===== config.mk =====
export PLATFORM = sky130hd
export DESIGN_NAME = triangle_scanline_span
export DESIGN_NICKNAME = d
export VERILOG_FILES = /design/src/design/tss_pkg.sv /design/src/design/triangle_scanline_span.sv /design/src/design/tss_cfg_regs.sv /design/src/design/tss_setup.sv /design/src/design/tss_div_stage.sv
export SDC_FILE = /design/constraint.sdc
export NUM_CORES = 2
export LEC_CHECK = 0
export BUFFER_PORTS_ARGS = -buffer_cell sky130_fd_sc_hd__buf_2
export CAP_MARGIN = 20
export CORE_ASPECT_RATIO = 0.8
export CORE_MARGIN = 2
export CORE_UTILIZATION = 60
export CTS_BUF_LIST = sky130_fd_sc_hd__clkbuf_8
export DETAILED_ROUTE_END_ITERATION = 10
export PLACE_DENSITY = 0.76
export SLEW_MARGIN = 10
export SYNTH_ARGS = -nofsm -noshare
export SYNTH_HDL_FRONTEND = slang
export SYNTH_HIERARCHICAL = 1
export SYNTH_SLANG_ARGS = --single-unit

===== constraint.sdc =====
create_clock -name aclk -period 11 [get_ports aclk]
set_input_delay 1.65 -clock aclk [delete_from_list [all_inputs] [get_ports aclk]]
set_output_delay 1.65 -clock aclk [all_outputs]
set_load 0.01 [all_outputs]

===== src/design/tss_pkg.sv =====
`timescale 1ns / 1ps
// ----------------------------------------------------------------------------
// tss_pkg: shared types and constants for the triangle scanline span block
// Word layouts between pipeline stages, register indexes, image limits.
// ----------------------------------------------------------------------------
package tss_pkg;

    localparam int COORD_W            = 8;
    localparam int PROD_W             = 2 * COORD_W;
    localparam int IMAGE_SIZE         = 256;
    localparam int IMG_W              = 13;
    localparam logic [IMG_W-1:0] IMG_SIZE_C = IMG_W'(IMAGE_SIZE);
    localparam logic [IMG_W-1:0] IMG_LAST   = IMG_W'(IMAGE_SIZE - 1);

    // quotient bits resolved per divider stage
    localparam int DIV_BITS_PER_STAGE = 2;
    localparam int NUM_DIV_STAGES     = COORD_W / DIV_BITS_PER_STAGE;

    // configuration register indexes
    localparam int CFG_IDX_W = 3;
    localparam logic [CFG_IDX_W-1:0] REG_V1_X = 3'd0;
    localparam logic [CFG_IDX_W-1:0] REG_V1_Y = 3'd1;
    localparam logic [CFG_IDX_W-1:0] REG_V2_X = 3'd2;
    localparam logic [CFG_IDX_W-1:0] REG_V2_Y = 3'd3;
    localparam logic [CFG_IDX_W-1:0] REG_V3_X = 3'd4;
    localparam logic [CFG_IDX_W-1:0] REG_V3_Y = 3'd5;

    // register reset values
    localparam logic [COORD_W-1:0] RST_V1_X = 8'd10;
    localparam logic [COORD_W-1:0] RST_V1_Y = 8'd20;
    localparam logic [COORD_W-1:0] RST_V2_X = 8'd5;
    localparam logic [COORD_W-1:0] RST_V2_Y = 8'd30;
    localparam logic [COORD_W-1:0] RST_V3_X = 8'd50;
    localparam logic [COORD_W-1:0] RST_V3_Y = 8'd50;

    typedef struct packed {
        logic [COORD_W-1:0] v1_x;
        logic [COORD_W-1:0] v1_y;
        logic [COORD_W-1:0] v2_x;
        logic [COORD_W-1:0] v2_y;
        logic [COORD_W-1:0] v3_x;
        logic [COORD_W-1:0] v3_y;
    } vertex_cfg_t;

    // edge from column a to column b, offset k of height d (d >= 1, k <= d)
    typedef struct packed {
        logic [COORD_W-1:0] a;
        logic [COORD_W-1:0] b;
        logic [COORD_W-1:0] k;
        logic [COORD_W-1:0] d;
    } edge_setup_t;

    typedef struct packed {
        logic        covered;
        edge_setup_t long_e;
        edge_setup_t short_e;
    } setup_word_t;

    typedef struct packed {
        logic [PROD_W-1:0]  pa;
        logic [PROD_W-1:0]  pb;
        logic [COORD_W-1:0] d;
    } edge_prod_t;

    typedef struct packed {
        logic       covered;
        edge_prod_t long_e;
        edge_prod_t short_e;
    } prod_word_t;

    typedef struct packed {
        logic [PROD_W-1:0]  rem;
        logic [COORD_W-1:0] d;
        logic [COORD_W-1:0] q;
    } edge_div_t;

    typedef struct packed {
        logic      covered;
        edge_div_t long_e;
        edge_div_t short_e;
    } div_word_t;

endpackage


===== src/design/triangle_scanline_span.sv =====
`timescale 1ns / 1ps
// ----------------------------------------------------------------------------
// triangle_scanline_span: filled-triangle span for one scanline row
// Returns the covered column range of a row for a triangle whose vertices
// sit in configuration registers (ordered top, middle, bottom by row).
// ----------------------------------------------------------------------------
//  channel  direction  handshake          payload
//  s_       in         s_tvalid/s_tready  tdata: row
//  m_       out        m_tvalid/m_tready  tdata: span_start, span_end; tuser: covered
//  cfg_     in         cfg_valid/ready    cfg_index, cfg_data (always ready)
//
//  One word per cycle sustained while m_tready is high; accept to m_tvalid passes
//  3 set-up stages, 4 divider stages at 2 quotient bits each, and the output reg.
//  Each stage holds its own valid bit; ready chains back stage by stage, so
//  empty slots are filled while the output word waits.
//  Reset (aresetn, synchronous) clears all valid bits and loads the default
//  triangle; no clearing pass is needed.
// ----------------------------------------------------------------------------
module triangle_scanline_span
    import tss_pkg::*;
(
    input  logic                      aclk,
    input  logic                      aresetn,
    // input row words
    input  logic                      s_tvalid,
    output logic                      s_tready,
    input  logic [COORD_W-1:0]        s_tdata,   // [7:0] row
    // span words
    output logic                      m_tvalid,
    input  logic                      m_tready,
    output logic [2*COORD_W-1:0]      m_tdata,   // [7:0] span_start, [15:8] span_end
    output logic                      m_tuser,   // [0] covered
    // vertex configuration
    input  logic                      cfg_valid,
    output logic                      cfg_ready,
    input  logic [CFG_IDX_W-1:0]      cfg_index,
    input  logic [COORD_W-1:0]        cfg_data
);

    vertex_cfg_t vtx;

    // divider chain: index 0 is the set-up output, last is the final quotient
    div_word_t dv_word  [NUM_DIV_STAGES+1];
    logic      dv_valid [NUM_DIV_STAGES+1];
    logic      dv_ready [NUM_DIV_STAGES+1];

    logic [COORD_W-1:0]   lo_col, hi_col, lo_clip, hi_clip;
    logic [2*COORD_W-1:0] m_tdata_reg, m_tdata_next;
    logic                 m_tuser_reg, m_tvalid_reg;

    tss_cfg_regs u_cfg (
        .aclk      (aclk),
        .aresetn   (aresetn),
        .cfg_valid (cfg_valid),
        .cfg_ready (cfg_ready),
        .cfg_index (cfg_index),
        .cfg_data  (cfg_data),
        .vtx       (vtx)
    );

    // row test, edge pick, products and numerators
    tss_setup u_setup (
        .aclk      (aclk),
        .aresetn   (aresetn),
        .vtx       (vtx),
        .in_valid  (s_tvalid),
        .in_ready  (s_tready),
        .in_row    (s_tdata),
        .out_valid (dv_valid[0]),
        .out_ready (dv_ready[0]),
        .out_word  (dv_word[0])
    );

    // restoring divider, most significant quotient bits first
    for (genvar i = 0; i < NUM_DIV_STAGES; i++) begin : g_div
        tss_div_stage #(
            .HI_BIT (COORD_W - 1 - i * DIV_BITS_PER_STAGE)
        ) u_div (
            .aclk      (aclk),
            .aresetn   (aresetn),
            .in_valid  (dv_valid[i]),
            .in_ready  (dv_ready[i]),
            .in_word   (dv_word[i]),
            .out_valid (dv_valid[i+1]),
            .out_ready (dv_ready[i+1]),
            .out_word  (dv_word[i+1])
        );
    end

    // output stage: order the long- and short-edge columns, clip to the image, zero when
    // the row misses the triangle
    assign dv_ready[NUM_DIV_STAGES] = !m_tvalid_reg || m_tready;

    always_comb begin
        if (dv_word[NUM_DIV_STAGES].short_e.q > dv_word[NUM_DIV_STAGES].long_e.q) begin
            lo_col = dv_word[NUM_DIV_STAGES].long_e.q;
            hi_col = dv_word[NUM_DIV_STAGES].short_e.q;
        end else begin
            lo_col = dv_word[NUM_DIV_STAGES].short_e.q;
            hi_col = dv_word[NUM_DIV_STAGES].long_e.q;
        end
        lo_clip = ({5'b0, lo_col} > IMG_LAST) ? IMG_LAST[COORD_W-1:0] : lo_col;
        hi_clip = ({5'b0, hi_col} > IMG_LAST) ? IMG_LAST[COORD_W-1:0] : hi_col;
        m_tdata_next = dv_word[NUM_DIV_STAGES].covered ? {hi_clip, lo_clip} : '0;
    end

    always_ff @(posedge aclk) begin
        if (!aresetn) begin
            m_tvalid_reg <= 1'b0;
        end else if (dv_ready[NUM_DIV_STAGES]) begin
            m_tvalid_reg <= dv_valid[NUM_DIV_STAGES];
        end
    end

    always_ff @(posedge aclk) begin
        if (dv_ready[NUM_DIV_STAGES] && dv_valid[NUM_DIV_STAGES]) begin
            m_tdata_reg <= m_tdata_next;
            m_tuser_reg <= dv_word[NUM_DIV_STAGES].covered;
        end
    end

    assign m_tvalid = m_tvalid_reg;
    assign m_tdata  = m_tdata_reg;
    assign m_tuser  = m_tuser_reg;

    // a row outside the triangle carries an empty span
    a_uncovered_zero: assert property (@(posedge aclk) disable iff (!aresetn)
        m_tvalid && !m_tuser |-> m_tdata == '0)
        else $error("uncovered row with nonzero span");

    // span ends are ordered
    a_span_order: assert property (@(posedge aclk) disable iff (!aresetn)
        m_tvalid && m_tuser |-> m_tdata[COORD_W-1:0] <= m_tdata[2*COORD_W-1:COORD_W])
        else $error("span start beyond span end");

    // the divider has fully reduced both numerators
    a_div_done: assert property (@(posedge aclk) disable iff (!aresetn)
        dv_valid[NUM_DIV_STAGES] |->
            dv_word[NUM_DIV_STAGES].long_e.rem < PROD_W'(dv_word[NUM_DIV_STAGES].long_e.d)
            && dv_word[NUM_DIV_STAGES].short_e.rem
               < PROD_W'(dv_word[NUM_DIV_STAGES].short_e.d))
        else $error("divider remainder not below divisor");

    // span end stays inside the image
    a_span_clip: assert property (@(posedge aclk) disable iff (!aresetn)
        m_tvalid |-> {5'b0, m_tdata[2*COORD_W-1:COORD_W]} <= IMG_LAST)
        else $error("span end outside image");

endmodule


===== src/design/tss_cfg_regs.sv =====
`timescale 1ns / 1ps
// ----------------------------------------------------------------------------
// tss_cfg_regs: vertex configuration registers
// Six 8-bit registers written by index; unknown indexes are dropped.
// ----------------------------------------------------------------------------
module tss_cfg_regs
    import tss_pkg::*;
(
    input  logic                 aclk,
    input  logic                 aresetn,
    input  logic                 cfg_valid,
    output logic                 cfg_ready,
    input  logic [CFG_IDX_W-1:0] cfg_index,
    input  logic [COORD_W-1:0]   cfg_data,
    output vertex_cfg_t          vtx
);

    vertex_cfg_t vtx_reg;
    vertex_cfg_t vtx_next;

    assign cfg_ready = 1'b1;
    assign vtx       = vtx_reg;

    always_comb begin
        vtx_next = vtx_reg;
        if (cfg_valid) begin
            case (cfg_index)
                REG_V1_X: vtx_next.v1_x = cfg_data;
                REG_V1_Y: vtx_next.v1_y = cfg_data;
                REG_V2_X: vtx_next.v2_x = cfg_data;
                REG_V2_Y: vtx_next.v2_y = cfg_data;
                REG_V3_X: vtx_next.v3_x = cfg_data;
                REG_V3_Y: vtx_next.v3_y = cfg_data;
                default:  vtx_next = vtx_reg;
            endcase
        end
    end

    always_ff @(posedge aclk) begin
        if (!aresetn) begin
            vtx_reg.v1_x <= RST_V1_X;
            vtx_reg.v1_y <= RST_V1_Y;
            vtx_reg.v2_x <= RST_V2_X;
            vtx_reg.v2_y <= RST_V2_Y;
            vtx_reg.v3_x <= RST_V3_X;
            vtx_reg.v3_y <= RST_V3_Y;
        end else begin
            vtx_reg <= vtx_next;
        end
    end

endmodule


===== src/design/tss_setup.sv =====
`timescale 1ns / 1ps
// ----------------------------------------------------------------------------
// tss_setup: edge set-up, products and numerators
// Three stages: row test and edge pick, a*(d-k) and b*k, numerator sum.
// ----------------------------------------------------------------------------
module tss_setup
    import tss_pkg::*;
(
    input  logic               aclk,
    input  logic               aresetn,
    input  vertex_cfg_t        vtx,
    input  logic               in_valid,
    output logic               in_ready,
    input  logic [COORD_W-1:0] in_row,
    output logic               out_valid,
    input  logic               out_ready,
    output div_word_t          out_word
);

    function automatic edge_setup_t make_edge(
        input logic [COORD_W-1:0] a,
        input logic [COORD_W-1:0] b,
        input logic [COORD_W-1:0] k,
        input logic [COORD_W-1:0] h
    );
        edge_setup_t e;
        e.a = a;
        e.b = b;
        e.d = (h == '0) ? COORD_W'(1) : h;
        e.k = (k > e.d) ? e.d : k;
        return e;
    endfunction

    function automatic edge_prod_t make_prod(input edge_setup_t e);
        edge_prod_t p;
        p.pa = PROD_W'(e.a) * PROD_W'(e.d - e.k);
        p.pb = PROD_W'(e.b) * PROD_W'(e.k);
        p.d  = e.d;
        return p;
    endfunction

    setup_word_t s1_word_reg, s1_word_next;
    prod_word_t  s2_word_reg, s2_word_next;
    div_word_t   s3_word_reg, s3_word_next;
    logic        s1_valid_reg, s2_valid_reg, s3_valid_reg;
    logic        s2_ready, s3_ready;
    logic        upper;

    assign in_ready  = !s1_valid_reg || s2_ready;
    assign s2_ready  = !s2_valid_reg || s3_ready;
    assign s3_ready  = !s3_valid_reg || out_ready;
    assign out_valid = s3_valid_reg;
    assign out_word  = s3_word_reg;

    // stage 1: coverage test and edge selection
    always_comb begin
        upper = (in_row <= vtx.v2_y);
        s1_word_next.covered = (in_row >= vtx.v1_y) && (in_row <= vtx.v3_y)
                               && ({5'b0, in_row} < IMG_SIZE_C);
        s1_word_next.long_e  = make_edge(vtx.v1_x, vtx.v3_x, in_row - vtx.v1_y,
                                         vtx.v3_y - vtx.v1_y);
        if (upper) begin
            s1_word_next.short_e = make_edge(vtx.v1_x, vtx.v2_x, in_row - vtx.v1_y,
                                             vtx.v2_y - vtx.v1_y);
        end else begin
            s1_word_next.short_e = make_edge(vtx.v2_x, vtx.v3_x, in_row - vtx.v2_y,
                                             vtx.v3_y - vtx.v2_y);
        end
    end

    // stage 2: products
    always_comb begin
        s2_word_next.covered = s1_word_reg.covered;
        s2_word_next.long_e  = make_prod(s1_word_reg.long_e);
        s2_word_next.short_e = make_prod(s1_word_reg.short_e);
    end

    // stage 3: numerators; long edge biased by d-1 to round up
    always_comb begin
        s3_word_next.covered   = s2_word_reg.covered;
        s3_word_next.long_e.d  = s2_word_reg.long_e.d;
        s3_word_next.long_e.q  = '0;
        s3_word_next.long_e.rem = s2_word_reg.long_e.pa + s2_word_reg.long_e.pb
                                  + PROD_W'(s2_word_reg.long_e.d) - PROD_W'(1);
        s3_word_next.short_e.d = s2_word_reg.short_e.d;
        s3_word_next.short_e.q = '0;
        s3_word_next.short_e.rem = s2_word_reg.short_e.pa + s2_word_reg.short_e.pb;
    end

    always_ff @(posedge aclk) begin
        if (!aresetn) begin
            s1_valid_reg <= 1'b0;
            s2_valid_reg <= 1'b0;
            s3_valid_reg <= 1'b0;
        end else begin
            if (in_ready) s1_valid_reg <= in_valid;
            if (s2_ready) s2_valid_reg <= s1_valid_reg;
            if (s3_ready) s3_valid_reg <= s2_valid_reg;
        end
    end

    always_ff @(posedge aclk) begin
        if (in_ready && in_valid)     s1_word_reg <= s1_word_next;
        if (s2_ready && s1_valid_reg) s2_word_reg <= s2_word_next;
        if (s3_ready && s2_valid_reg) s3_word_reg <= s3_word_next;
    end

endmodule


===== src/design/tss_div_stage.sv =====
`timescale 1ns / 1ps
// ----------------------------------------------------------------------------
// tss_div_stage: one stage of the restoring divider
// Resolves quotient bits HI_BIT downward for both edges, then registers.
// ----------------------------------------------------------------------------
module tss_div_stage
    import tss_pkg::*;
#(
    parameter int HI_BIT = COORD_W - 1
) (
    input  logic      aclk,
    input  logic      aresetn,
    input  logic      in_valid,
    output logic      in_ready,
    input  div_word_t in_word,
    output logic      out_valid,
    input  logic      out_ready,
    output div_word_t out_word
);

    function automatic edge_div_t div_steps(input edge_div_t e);
        edge_div_t          r;
        logic [PROD_W-1:0]  sh;
        int                 bpos;
        r = e;
        for (int j = 0; j < DIV_BITS_PER_STAGE; j++) begin
            bpos = HI_BIT - j;
            sh   = PROD_W'(r.d) << bpos;
            if (r.rem >= sh) begin
                r.rem = r.rem - sh;
                r.q[3'(bpos)] = 1'b1;
            end
        end
        return r;
    endfunction

    div_word_t word_reg, word_next;
    logic      valid_reg;

    assign in_ready  = !valid_reg || out_ready;
    assign out_valid = valid_reg;
    assign out_word  = word_reg;

    always_comb begin
        word_next.covered = in_word.covered;
        word_next.long_e  = div_steps(in_word.long_e);
        word_next.short_e = div_steps(in_word.short_e);
    end

    always_ff @(posedge aclk) begin
        if (!aresetn) begin
            valid_reg <= 1'b0;
        end else if (in_ready) begin
            valid_reg <= in_valid;
        end
    end

    always_ff @(posedge aclk) begin
        if (in_ready && in_valid) word_reg <= word_next;
    end

endmodule

==> impl_metrics.csv <==
group,metric,value,unit
timing,rsz0062_at_grt,"false",
clock_tree,post_cts_resized,0,
grt,top_usage_layer,"met1",
timing,whs,0.413,ns
setup_path,path_cells,"ha_1 > fa_1 > nand2b_1 > a21boi_0 > o31ai_1 > a21oi_1 > or2_2 > fa_1 > fa_1 > inv_1 > fa_1 > fa_1 > inv_1 > fa_1 > inv_1 > ha_1 > inv_1 > nor2_1 > nor2_1 > o21ai_0 > o41ai_1 > o21ai_0 > xnor2_1",
power_and_ir_drop,leakage,18.1,nW
detailed_routing,drt-wirelength-per-cell,17.2,um
grt,grt_overflow,0,
setup_path,cp-end-kind,"flip-flop",
placed_design,routabilityCongestion,0.905,
cells_and_area,largest_reg_flops,212,
setup_path,cp-startpoint,"u_setup/s1_word_reg[8]$_DFFE_PP_",
detailed_routing,drt-pass1-iter-count,7,
power_and_ir_drop,p_switching,5.03,mW
clock_tree,postCtsSetupBuffers,0,
setup_path,path_max_fanout,10,
synth,syn_avg_cell_area,10.5,um2
floorplan,io_pins,44,
clock_tree,cts_hold_buf,0,
cells_and_area,fin_nets,4420,
placed_design,place_inst,4536,
setup_path,r2r_slack,4.11,ns
floorplan,die-width,288,um
timing,slew_viol_final,0,
placed_design,dpl_worst_slack,4.14,ns
setup_path,crit_cells,23,
clock_tree,clock-root-buffer,"clkbuf_8",
cells_and_area,finalNonFillerCells,4689,
cells_and_area,area_growth,7.24,%
floorplan,die_h,231,um
status,status,"finished clean",
placed_design,dp_hpwl,62300,um
synth,netlist_area,38600,um2
setup_path,cp_common_cell,"fa_1",
grt,grt_pass1_wl,132000,um
setup_path,path_buf_inv,4,
setup_path,critPathMaxStageDelay,0.65,ns
floorplan,core,64000,um2
synth,netlist_instances,3691,
timing,hold_viol_final,0,
timing,min_period,6.89,ns
detailed_routing,drt-total-wl,80500,um
floorplan,rows,83,
grt,met2_usage,36.7,%
grt,track_usage,24.6,%
clock_tree,htreeDepth,3,
grt,grt_pass1_vias,25900,
grt,antenna_found_initial,3,
timing,tns,0,ns
clock_tree,cts_made_buffers,82,
timing,finalWorstSetupSlack,4.11,ns
clock_tree,clockBufferDepth,3,
setup_path,regToRegStartpoint,"u_setup/s1_word_reg[8]$_DFFE_PP_",
cells_and_area,drive_above_1_share,8.55,%
clock_tree,clock-sinks,480,
setup_path,crit_path_start_kind,"flip-flop",
timing,period_share,62.7,%
detailed_routing,drtIter0Drc,2071,
grt,grtUsageMet1,37.6,%
timing,finalClockSkew,0.0298,ns
floorplan,initial_utilization,60.4,%
clock_tree,clk_latency,0.68,ns
clock_tree,cts_tree,"built",
power_and_ir_drop,p_comb_share,63.0,%
power_and_ir_drop,seqPwrFrac,23.1,%
setup_path,reg2regPathDepth,23,
placed_design,io_buffers,42,
detailed_routing,drc,0,
detailed_routing,via_count,26800,
setup_path,crit_slowest_cell,"a21oi_1",
grt,grt_max_degree,82,
power_and_ir_drop,swShare,41.2,%
placed_design,placed_area,39700,um2
clock_tree,clkTransAtPathRegs,0.06,ns
power_and_ir_drop,p_int,7.19,mW
power_and_ir_drop,vdd_drop_max,0.000676,V
setup_path,endpoint,"u_setup/s2_word_reg[39]$_DFFE_PP_",
power_and_ir_drop,clkPwrFrac,13.9,%
power_and_ir_drop,power_density,295,nW/um2
setup_path,timing.rr.end,"u_setup/s2_word_reg[39]$_DFFE_PP_",
floorplan,die_area,66400,um2
cells_and_area,final_area,41400,um2
timing,max_freq,145,MHz
setup_path,critPathRequiredTime,11.41,ns
setup_path,crit_type,"reg2reg",
grt,use_met3,3.60,%
timing,slew_headroom,27.1,%
timing,tightest_slew,1.09,ns
detailed_routing,ant_nets,0,
job,drv_cap,0,
setup_path,crit_family,"adder cells",
detailed_routing,vias_per_cell,5.72,
timing,setup_violations,0,
hold_path,worstHoldPathType,"reg2reg",
setup_path,arrival,7.30,ns
synth,yosys_warnings,6,
power by group through the flow:
stage	combinational, mW	sequential (mW)	clock (mW)
finish	7.70	2.82	1.70
global route	8.85	2.84	1.82
CTS	7.74	2.82	1.75
detailed placement	7.62	2.86	0
global placement	7.43	2.85	0
floorplan	6.22	2.78	0
stage by stage:
step	power [mW]	utilization, %
global placement	10.3	62.0
CTS	12.3	64.7
detailed placement	10.5	62.0
floorplan	9.00	-
finish	12.2	64.8
global route	13.5	64.8
area by class of cell:
type                            instances  area [um2]
Clock inverter                         62         517
Antenna cell                            2        5.00
Tap cell                              850        1060
Inverter                              488        1830
Timing Repair Buffer                   55         320
Clock buffer                           88        1210
Sequential cell                       480       13900
Multi-Input combinational cell       2664       22600
Fill cell                            5095       22500
worst min-delay path by stage:
stage	start	end	slack (ns)	depth (start not counted)
after floorplan	u_setup/out_word[64]$_DFFE_PP_	g_div[0].u_div/out_word[64]$_DFFE_PP_	0.40	0
after global placement	u_setup/out_word[64]$_DFFE_PP_	g_div[0].u_div/out_word[64]$_DFFE_PP_	0.40	0
after detailed placement	g_div[0].u_div/out_word[0]$_DFFE_PP_	g_div[1].u_div/out_word[0]$_DFFE_PP_	0.40	0
after CTS	u_setup/out_word[64]$_DFFE_PP_	g_div[0].u_div/out_word[64]$_DFFE_PP_	0.41	0
after global routing	g_div[0].u_div/out_word[38]$_DFFE_PP_	g_div[1].u_div/out_word[38]$_DFFE_PP_	0.42	0
final	g_div[0].u_div/out_word[38]$_DFFE_PP_	g_div[1].u_div/out_word[38]$_DFFE_PP_	0.41	0
worst reg2reg max path: stages (launching register included):
cell	delay (ns)
edfxtp_1	0.51
ha_1	0.25
fa_1	0.40
nand2b_1	0.17
a21boi_0	0.29
o31ai_1	0.15
a21oi_1	0.65
or2_2	0.24
fa_1	0.42
fa_1	0.49
inv_1	0.05
fa_1	0.46
fa_1	0.49
inv_1	0.05
fa_1	0.49
inv_1	0.04
ha_1	0.29
inv_1	0.09
nor2_1	0.05
nor2_1	0.14
o21ai_0	0.15
o41ai_1	0.43
o21ai_0	0.20
xnor2_1	0.15
layout by cell type (no fill, tap or decap), drive strengths merged, types with 49 or more instances in the layout:
| master | count |
|---|---|
| a21o | 53 |
| a21oi | 186 |
| and2 | 152 |
| buf | 55 |
| clkbuf | 88 |
| dfxtp | 56 |
| edfxtp | 424 |
| fa | 190 |
| ha | 435 |
| inv | 515 |
| mux2 | 82 |
| mux2i | 80 |
| nand2 | 274 |
| nand2b | 67 |
| nor2 | 200 |
| nor2b | 82 |
| o21a | 49 |
| o21ai | 132 |
| xnor2 | 147 |
routing by layer:
metal	vias up	part of all wire (%)
met1	12800	48
met3	105	6.7
met4	2	1.8
li1	13100	-
met2	772	43
met5	-	0.016
Power figures use the tool's default switching activity.
